$ cat src/rtl/core/stack_with_linear_search_macros.svh
// ----------------------------------------------------------------------------
// Stack with linear search: assertion macros
// Concurrent assertion helpers used by the stack datapath.
// ----------------------------------------------------------------------------
`ifndef STACK_WITH_LINEAR_SEARCH_MACROS_SVH
`define STACK_WITH_LINEAR_SEARCH_MACROS_SVH

`ifndef SYNTHESIS
`define SWS_ASSERT_SAME(label, clk, rst, ante, cons) \
  label: assert property (@(posedge clk) disable iff (rst) (ante) |-> (cons)) \
    else $error("assertion failed");
`define SWS_ASSERT_NEXT(label, clk, rst, ante, cons) \
  label: assert property (@(posedge clk) disable iff (rst) (ante) |=> (cons)) \
    else $error("assertion failed");
`else
`define SWS_ASSERT_SAME(label, clk, rst, ante, cons)
`define SWS_ASSERT_NEXT(label, clk, rst, ante, cons)
`endif

`endif

$ cat src/rtl/core/sws_pkg.sv
// ----------------------------------------------------------------------------
// Stack with linear search: package
// Shared codes, widths and the command and status bundles of the stack.
// ----------------------------------------------------------------------------
package sws_pkg;

  localparam int DATA_W      = 32;
  localparam int POS_W       = 5;
  localparam int REQ_W       = 2;
  localparam int STATUS_W    = 2;
  localparam int IN_TDATA_W  = 32;
  localparam int OUT_TDATA_W = 40;
  localparam int OUT_PAD_W   = OUT_TDATA_W - DATA_W - POS_W;

  typedef enum logic [REQ_W-1:0] {
    REQ_PUSH   = 2'd0,
    REQ_POP    = 2'd1,
    REQ_SEARCH = 2'd2
  } req_t;

  typedef enum logic [STATUS_W-1:0] {
    STAT_OK        = 2'd0,
    STAT_EMPTY     = 2'd1,
    STAT_FULL      = 2'd2,
    STAT_NOT_FOUND = 2'd3
  } status_t;

  typedef enum logic [1:0] {
    S_IDLE,
    S_EXEC,
    S_POP_OUT,
    S_SCAN
  } state_t;

  typedef struct packed {
    logic    take;
    logic    push;
    logic    rd_top;
    logic    pop;
    logic    scan_rd;
    logic    load;
    status_t status;
    logic    use_data;
    logic    use_pos;
  } ctrl_cmd_t;

  typedef struct packed {
    req_t req;
    logic empty;
    logic full;
    logic issue_done;
    logic hit;
    logic out_free;
  } dp_stat_t;

endpackage

$ cat src/rtl/core/stack_with_linear_search.sv
// A push is done in S_EXEC, a pop reads the top in S_EXEC and returns it from
// S_POP_OUT, a search compares one entry per cycle top down in S_SCAN through
// the single read port of the entry memory. One request is in work at a time;
// the next is taken once the result sits in the output register.
// Reset empties the stack at once; entry contents are left as they were.
// ----------------------------------------------------------------------------
// Stack with linear search: top level
// Bounded LIFO stack of signed words with push, pop and top-down search.
// ----------------------------------------------------------------------------
module stack_with_linear_search import sws_pkg::*; #(
  parameter int DEPTH = 16
) (
  input  logic                   clk,
  input  logic                   rst,
  input  logic                   s_tvalid,
  output logic                   s_tready,
  input  logic [IN_TDATA_W-1:0]  s_tdata,   // value
  input  logic [REQ_W-1:0]       s_tuser,   // req_type
  output logic                   m_tvalid,
  input  logic                   m_tready,
  output logic [OUT_TDATA_W-1:0] m_tdata,   // data, position, zero fill
  output logic [STATUS_W-1:0]    m_tuser    // status
);

  ctrl_cmd_t cmd;
  dp_stat_t  stat;

  sws_ctrl u_ctrl (
    .clk      (clk),
    .rst      (rst),
    .s_tvalid (s_tvalid),
    .s_tready (s_tready),
    .stat     (stat),
    .cmd      (cmd)
  );

  sws_datapath #(
    .DEPTH (DEPTH)
  ) u_datapath (
    .clk      (clk),
    .rst      (rst),
    .cmd      (cmd),
    .stat     (stat),
    .s_tdata  (s_tdata),
    .s_tuser  (s_tuser),
    .m_tvalid (m_tvalid),
    .m_tready (m_tready),
    .m_tdata  (m_tdata),
    .m_tuser  (m_tuser)
  );

endmodule

$ cat src/rtl/core/sws_datapath.sv
// ----------------------------------------------------------------------------
// Stack with linear search: datapath
// Entry memory, fill count, scan counters and the output register.
// ----------------------------------------------------------------------------
`include "stack_with_linear_search_macros.svh"

module sws_datapath import sws_pkg::*; #(
  parameter int DEPTH = 16
) (
  input  logic                   clk,
  input  logic                   rst,
  input  ctrl_cmd_t              cmd,
  output dp_stat_t               stat,
  input  logic [IN_TDATA_W-1:0]  s_tdata,   // value
  input  logic [REQ_W-1:0]       s_tuser,   // req_type
  output logic                   m_tvalid,
  input  logic                   m_tready,
  output logic [OUT_TDATA_W-1:0] m_tdata,   // data, position, zero fill
  output logic [STATUS_W-1:0]    m_tuser    // status
);

  localparam int CW = $clog2(DEPTH + 1);
  localparam int AW = $clog2(DEPTH);

  logic signed [DATA_W-1:0] mem [DEPTH];
  logic signed [DATA_W-1:0] rdata;
  logic signed [DATA_W-1:0] value_q;
  req_t                     req_q;
  logic [CW-1:0]            count;
  logic [CW-1:0]            issue_k;
  logic [CW-1:0]            cmp_pos;
  logic                     cmp_valid;
  logic [CW-1:0]            top_idx;
  logic [CW-1:0]            scan_idx;
  logic [AW-1:0]            rd_addr;
  logic                     rd_en;
  status_t                  out_status;
  logic signed [DATA_W-1:0] out_data;
  logic [POS_W-1:0]         out_pos;

  assign top_idx  = count - 1'b1;
  assign scan_idx = count - 1'b1 - issue_k;
  assign rd_en    = cmd.rd_top || cmd.scan_rd;
  assign rd_addr  = cmd.rd_top ? top_idx[AW-1:0] : scan_idx[AW-1:0];

  assign stat.req        = req_q;
  assign stat.empty      = (count == '0);
  assign stat.full       = (count == CW'(DEPTH));
  assign stat.issue_done = (issue_k == count);
  assign stat.hit        = cmp_valid && (rdata == value_q);
  assign stat.out_free   = !m_tvalid || m_tready;

  always_ff @(posedge clk) begin
    if (cmd.push) begin
      mem[count[AW-1:0]] <= value_q;
    end
    if (rd_en) begin
      rdata <= mem[rd_addr];
    end
  end

  always_ff @(posedge clk) begin
    if (cmd.take) begin
      value_q <= $signed(s_tdata[DATA_W-1:0]);
      req_q   <= req_t'(s_tuser);
    end
    if (cmd.scan_rd) begin
      cmp_pos <= issue_k + 1'b1;
    end
    if (cmd.load) begin
      out_status <= cmd.status;
      out_data   <= cmd.use_data ? rdata : '0;
      out_pos    <= cmd.use_pos ? POS_W'(cmp_pos) : '0;
    end
  end

  always_ff @(posedge clk) begin
    if (rst) begin
      count     <= '0;
      issue_k   <= '0;
      cmp_valid <= 1'b0;
      m_tvalid  <= 1'b0;
    end else begin
      if (cmd.push) begin
        count <= count + 1'b1;
      end else if (cmd.pop) begin
        count <= count - 1'b1;
      end
      if (cmd.take) begin
        issue_k   <= '0;
        cmp_valid <= 1'b0;
      end else if (cmd.scan_rd) begin
        issue_k   <= issue_k + 1'b1;
        cmp_valid <= 1'b1;
      end
      if (cmd.load) begin
        m_tvalid <= 1'b1;
      end else if (m_tready) begin
        m_tvalid <= 1'b0;
      end
    end
  end

  assign m_tdata = {{OUT_PAD_W{1'b0}}, out_pos, out_data};
  assign m_tuser = out_status;

  `SWS_ASSERT_SAME(a_count_bound, clk, rst, 1'b1, count <= CW'(DEPTH))
  `SWS_ASSERT_SAME(a_load_free, clk, rst, cmd.load, !m_tvalid || m_tready)
  `SWS_ASSERT_NEXT(a_push_grows, clk, rst, cmd.push, count == $past(count) + 1'b1)
  `SWS_ASSERT_SAME(a_no_push_full, clk, rst, cmd.push, count != CW'(DEPTH))

endmodule

$ cat src/rtl/core/sws_ctrl.sv
// ----------------------------------------------------------------------------
// Stack with linear search: controller
// Sequences push, pop and search requests over the datapath.
// ----------------------------------------------------------------------------
module sws_ctrl import sws_pkg::*; (
  input  logic      clk,
  input  logic      rst,
  input  logic      s_tvalid,
  output logic      s_tready,
  input  dp_stat_t  stat,
  output ctrl_cmd_t cmd
);

  state_t state;
  state_t state_next;

  always_ff @(posedge clk) begin
    if (rst) begin
      state <= S_IDLE;
    end else begin
      state <= state_next;
    end
  end

  always_comb begin
    state_next = state;
    case (state)
      S_IDLE: begin
        if (s_tvalid) begin
          state_next = S_EXEC;
        end
      end
      S_EXEC: begin
        case (stat.req)
          REQ_POP: begin
            if (!stat.empty) begin
              state_next = S_POP_OUT;
            end else if (stat.out_free) begin
              state_next = S_IDLE;
            end
          end
          REQ_SEARCH: state_next = S_SCAN;
          default: begin
            if (stat.out_free) begin
              state_next = S_IDLE;
            end
          end
        endcase
      end
      S_POP_OUT: begin
        if (stat.out_free) begin
          state_next = S_IDLE;
        end
      end
      S_SCAN: begin
        if ((stat.hit || stat.issue_done) && stat.out_free) begin
          state_next = S_IDLE;
        end
      end
      default: state_next = S_IDLE;
    endcase
  end

  always_comb begin
    cmd      = '0;
    s_tready = 1'b0;
    case (state)
      S_IDLE: begin
        s_tready = 1'b1;
        cmd.take = s_tvalid;
      end
      S_EXEC: begin
        case (stat.req)
          REQ_PUSH: begin
            if (stat.out_free) begin
              cmd.load = 1'b1;
              if (stat.full) begin
                cmd.status = STAT_FULL;
              end else begin
                cmd.push = 1'b1;
              end
            end
          end
          REQ_POP: begin
            if (!stat.empty) begin
              cmd.rd_top = 1'b1;
            end else if (stat.out_free) begin
              cmd.load   = 1'b1;
              cmd.status = STAT_EMPTY;
            end
          end
          REQ_SEARCH: cmd.load = 1'b0;
          default: cmd.load = stat.out_free;
        endcase
      end
      S_POP_OUT: begin
        if (stat.out_free) begin
          cmd.load     = 1'b1;
          cmd.use_data = 1'b1;
          cmd.pop      = 1'b1;
        end
      end
      S_SCAN: begin
        if (stat.hit) begin
          if (stat.out_free) begin
            cmd.load    = 1'b1;
            cmd.use_pos = 1'b1;
          end
        end else if (stat.issue_done) begin
          if (stat.out_free) begin
            cmd.load   = 1'b1;
            cmd.status = STAT_NOT_FOUND;
          end
        end else begin
          cmd.scan_rd = 1'b1;
        end
      end
      default: cmd = '0;
    endcase
  end

endmodule
$ cat config.mk
export PLATFORM = sky130hd
export DESIGN_NAME = stack_with_linear_search
export DESIGN_NICKNAME = d
export VERILOG_FILES = /design/src/rtl/core/sws_pkg.sv /design/src/rtl/core/stack_with_linear_search.sv /design/src/rtl/core/sws_datapath.sv /design/src/rtl/core/sws_ctrl.sv
export VERILOG_INCLUDE_DIRS = /design/src /design/src/rtl/core
export SDC_FILE = /design/constraint.sdc
export NUM_CORES = 1
export LEC_CHECK = 0
export BUFFER_PORTS_ARGS = -buffer_cell sky130_fd_sc_hd__clkbuf_2
export CAP_MARGIN = 20
export CORE_MARGIN = 2
export CORE_UTILIZATION = 45
export CTS_BUF_LIST = sky130_fd_sc_hd__clkbuf_8
export CTS_CLUSTER_SIZE = 24
export DETAILED_ROUTE_END_ITERATION = 10
export REMOVE_ABC_BUFFERS = 1
export SLEW_MARGIN = 20
export SYNTH_ARGS = -nofsm -noshare
export SYNTH_HDL_FRONTEND = slang
export SYNTH_SLANG_ARGS = --single-unit
$ cat constraint.sdc
create_clock -name clk -period 5.8 [get_ports clk]
set_clock_uncertainty 0.2 [all_clocks]
set_input_delay 0.87 -clock clk [delete_from_list [all_inputs] [get_ports clk]]
set_output_delay 0.87 -clock clk [all_outputs]
set_load 0.1 [all_outputs]
==> metrics.cfg, run 1 <==
[critical_path]
cp-end-kind=flip-flop
slowest_stage=a21oi_4
ff2ff_setup_slack_ns=1.54
arrival_ns=4.62
startpoint_type=flip-flop
max_stage_delay_ns=0.63
worstPathRequired_ns=6.16
critPathKind=flip-flop to flip-flop
critPathMaxFanout=17
cp_cell_sequence=inv_1 > ha_1 > xor2_1 > ha_1 > xor2_1 > a21boi_1 > a21bo_2 > a21oi_4 > buf_4 > o221ai_1 > nand4_1
r2r_cells=11
r2r-end=u_datapath.rdata[2]
r2r_start=u_datapath.count[0]

[sta]
timing.slew.headroom_pct=26.1
final-hold-violation-count=0
tightest_slew_ns=1.11
fmax_mhz=235
rsz0062_at_grt=false
fin_crit_ns=4.26
setup_violations=0
final.period_utilization_pct=73.5
final.setup.tns_ns=0
whs_ns=0.134
drv_slew=0

[die]
rows=88
core_um2=57400
die_area_um2=59700
io_pins=82
die_w_um=244
initial_core_util_pct=45.3
die_h_um=244

[global_routing]
grt_pass1_wl_um=97400
grt_max_degree=104
overflow=0
grt_pass1_vias=14833
antenna_found_initial=0
track_usage_pct=22.2

[logic_synthesis]
syn_inst=1610
ys_types=70
yosys.area.top_type=edfxtp_1
ys_ff_latch=636
synth_top_area_share_pct=71.9
yosys-top-cells-count=edfxtp_1 (622), and2_1 (102), mux2_2 (86)
synth_ff_type=edfxtp_1
yosysMostFrequentCell=edfxtp_1
synthTopCellsByArea=edfxtp_1 (72%), mux2_2 (3.7%), and2_1 (2.5%)
syn-cell-area_um2=26000
seq_area_frac_synth_pct=73.0
avgSynthCellArea_um2=16.1
synthArstFlopShare_pct=0
yosysWarnings=0
synth_edf_count=622

[cts]
cts_setup_buffers=0
cts_resized=0
cts.sinks=636
cts.clk_slew.worst_paths_ns=0.06
clockBufferDepth=3
cts-root-buf=clkbuf_8
cts_tree=built
cts-buffers-inserted=106
h-tree-depth=3
clkLatencyLatePin_ns=0.71
cts_hold_buf=0

[placed_design]
io_buffers=78
place.gp.congestion=0.823
dp_cells=2386
dp_hpwl_um=35700

[status]
status=finished, final reports clean

[route]
vias=14922
wl_per_cell_um=25.6
wl_um=66200
dr.pass1.iters=5
drc=0
vias_per_cell=5.77
drt_first_iter_violations=1564
ant_nets=0

[min_path]
hold_path_end=u_datapath.value_q[4]
hold_depth=1
min_path_type=input pin to flip-flop
hp-start=s_tdata[4]

[job]
maxCapViolations=0

[layout]
nets=1782
antenna_cells=0
area_growth_pct=12.4
drive_above_1_share_pct=21.2
fin_cells=2587

[power]
power_density_nw_per_um2=340
ir_drop_mv=0.225
leakage_nw=9.73

## registers in the layout, summed over array words and instances, names as in the netlist, 2 cells and up
name / flops
u_datapath.rdata: 32
u_datapath.mem: 512
u_datapath.count: 5
u_datapath.req_q: 2
u_datapath.m_tuser: 2
u_datapath.cmp_pos: 5
u_datapath.value_q: 32
u_datapath.issue_k: 5
u_ctrl.state: 2
u_datapath.out_pos: 5
u_datapath.out_data: 32
## logic make-up after synthesis
kind of cell    synth area share (%)
flops                           73.0
compound gates                  10.6
simple gates                    6.86
buf+inv                         2.75
mux                             4.36
xor+xnor                        1.74
fa+ha+maj                      0.703
other cells                   0.0144
## worst max-delay path: cells and delay by family, from the launching register on
family	cells	cell delay [ns]
xor gates and xnor gates	2	0.79
DFF	1	0.50
and+or+nand+nor	1	0.11
AOI/OAI and AO/OA	4	1.31
buffers and inverters	2	0.55
adders and majority gates	2	0.65
## final cells by class
cell class	count	area (um^2)
fill	4757	28200
sequential	636	19000
multi-input combinational	833	6450
clock buffer	110	1510
tap	765	957
timing repair buffer	116	737
clock inverter	90	447
inverter	37	139
## stage by stage
step	total power, mW	area (um^2)	worst slack [ns]	util (%)
after floorplan	5.97	25400	0.453	-
after global placement	6.32	27200	1.61	47.4
after detailed placement	6.34	27200	1.51	47.4
after CTS	9.99	29200	1.48	50.8
after global routing	10.3	29200	1.26	50.9
final	9.93	29200	1.54	50.9
## worst max-delay path by stage
stage | start | endpoint | slack (ns) | cells after the start
floorplan | u_datapath.count[0] | u_datapath.rdata[15] | 0.45 | 8
global placement | u_datapath.count[0] | u_datapath.rdata[2] | 1.61 | 11
detailed placement | u_datapath.value_q[30] | u_datapath.out_data[31] | 1.51 | 7
CTS | u_datapath.value_q[6] | u_datapath.out_data[24] | 1.48 | 7
global route | u_datapath.count[0] | u_datapath.rdata[2] | 1.26 | 11
finish | u_datapath.count[0] | u_datapath.rdata[2] | 1.54 | 11
## placed cells by master, fill, tap and decap left out, drive strengths merged, types with 14 or more instances in the layout
cell type,instances
o211ai,75
nand2,55
and2,102
and3,46
o221ai,57
nand4,30
buf,38
edfxtp,622
xor2,38
a21oi,34
dfxtp,14
o21ai,46
clkbuf,188
a32oi,15
inv,73
clkinv,47
a211o,39
mux2,100
a21o,52
nor2,20
## metal layers
metal	GRT usage (%)	wire length, um
met1	32.4	29900
met2	34.2	30600
met3	3.86	4500
met4	6.60	1190
met5	0	0
## power breakdown
part           internal, mW  switching [mW]  total, mW
Combinational         0.308           0.698       1.01
Clock                  1.86            1.83       3.68
Sequential             5.15          0.0879       5.24
Total                  7.31            2.61       9.93
No activity file was read; power rests on OpenSTA's default activity.
==> run 2, diff against run 1 <==
clock period = 4.46 ns   (was 5.8 ns; I/O delays follow)
==> metrics.cfg, run 2 (synthesized netlist as in run 1, its figures left out) <==
[cts]
cts.clk_slew.worst_paths_ns=0.07
cts_setup_buffers=0
clockBufferDepth=3
cts_tree=built
h-tree-depth=3
cts-buffers-inserted=104
cts.sinks=636
clkLatencyLatePin_ns=0.73
cts-root-buf=clkbuf_8

[placed_design]
dp_hpwl_um=38300
io_buffers=78
place.gp.congestion=0.820
place_ws_ns=0.533
dp_cells=2410

[status]
status=finished, final reports clean

[sta]
final.setup.tns_ns=0
fin_crit_ns=4.05
final-hold-violation-count=0
fmax_mhz=247
tightest_slew_ns=1.04
whs_ns=0.0977
timing.slew.headroom_pct=30.6
setup_violations=0
drv_slew=0
timing.final.ws_setup_ns=0.410
final.period_utilization_pct=90.8
rsz0062_at_grt=false

[layout]
antenna_cells=0
area_growth_pct=14.7
drive_above_1_share_pct=21.2
fin_cells=2623
nets=1837
largest_reg_flops=512
final_common_cell=edfxtp_1
layout_common_cells=edfxtp_1 (622), clkbuf_8 (107), and2_1 (89)

[critical_path]
critPathMaxFanout=25
arrival_ns=4.40
slowest_stage=dfxtp_1
critPathKind=flip-flop to flip-flop
max_stage_delay_ns=0.50
worstPathRequired_ns=4.81
startpoint_type=flip-flop
cp-end-kind=flip-flop
cp_cell_sequence=inv_1 > ha_1 > xor2_1 > ha_1 > xor2_1 > a21boi_1 > a21bo_2 > a21oi_4 > buf_4 > o221ai_1 > nand4_1

[global_routing]
overflow=0
track_usage_pct=22.8
grt_max_degree=54
grt_pass1_wl_um=99800
grt_pass1_vias=14945
antenna_found_initial=1

[route]
drc=0
ant_nets=0
wl_per_cell_um=25.8
vias_per_cell=5.80
drt_first_iter_violations=1586
vias=15217
wl_um=67800
dr.pass1.iters=5

[die]
die_area_um2=59700
die_w_um=244
initial_core_util_pct=45.3
die_h_um=244
rows=88
io_pins=82
core_um2=57400

[power]
power_density_nw_per_um2=434
leakage_nw=10.0
ir_drop_mv=0.220
power_mw=12.9

[job]
maxCapViolations=0

[min_path]
min_path_type=input pin to flip-flop

run 2: cell types whose count changed in the layout (fill, tap and decap cells not counted), moves of 2 or more:
cell,delta
clkbuf_8,-3
bufinv_16,+2
buf_12,+13
clkinv_2,-13
dlygate4sd3_1,+34
clkinv_1,-13
buf_4,+11
inv_1,+7
run 2: area by class of cell:
cell class | instances | area, um^2
inverter | 37 | 139
clock inverter | 72 | 413
tap | 765 | 957
clock buffer | 107 | 1470
multi-input combinational | 833 | 6440
fill | 4706 | 27600
timing repair buffer | 173 | 1410
sequential | 636 | 19000
run 2: path summary, 6_finish.rpt:
kind	startpoint	to	slack, ns	cells past startpoint
min	rst	u_ctrl.state[0]	0.1	2
max	u_datapath.count[0]	u_datapath.rdata[8]	0.41	11
min reg2reg	u_datapath.cmp_pos[4]	u_datapath.out_pos[4]	0.32	1
max reg2reg	u_datapath.count[0]	u_datapath.rdata[8]	0.41	11
run 2: power by group:
part | switching, mW | total, mW | internal (mW)
Combinational | 0.932 | 1.40 | 0.465
Clock | 2.27 | 4.71 | 2.44
Sequential | 0.113 | 6.81 | 6.70
run 2: metrics by stage:
step                      utilization, %  area [um^2]
after floorplan                        -        25400
after global placement              48.0        27500
after detailed placement            48.1        27600
after CTS                           51.9        29800
after global routing                51.9        29800
final                               51.9        29800
run 2: critical path: cells and delay by family (launching register included):
| family | cells | cell delay [ns] |
|---|---|---|
| XOR/XNOR | 2 | 0.80 |
| flip-flops | 1 | 0.50 |
| AO/OA/AOI/OAI | 4 | 0.90 |
| buffers and inverters | 2 | 0.67 |
| AND/OR/NAND/NOR | 1 | 0.12 |
| adder cells (fa/ha/maj) | 2 | 0.64 |
run 2: per-layer routing:
| metal | vias up | track usage [%] | routed length [um] |
|---|---|---|---|
| li1 | 6730 | - | - |
| met1 | 7815 | 33.6 | 30600 |
| met5 | - | 0 | 0 |
| met2 | 576 | 34.6 | 31100 |
| met3 | 96 | 3.86 | 4590 |
| met4 | 0 | 7.16 | 1480 |
run 2: repair_timing:
| item | 4_1_cts | 5_1_grt |
|---|---|---|
| resized for setup | 0 | 0 |
| hold endpoints to repair | 34 | 0 |
| hold buffers | 34 | 0 |
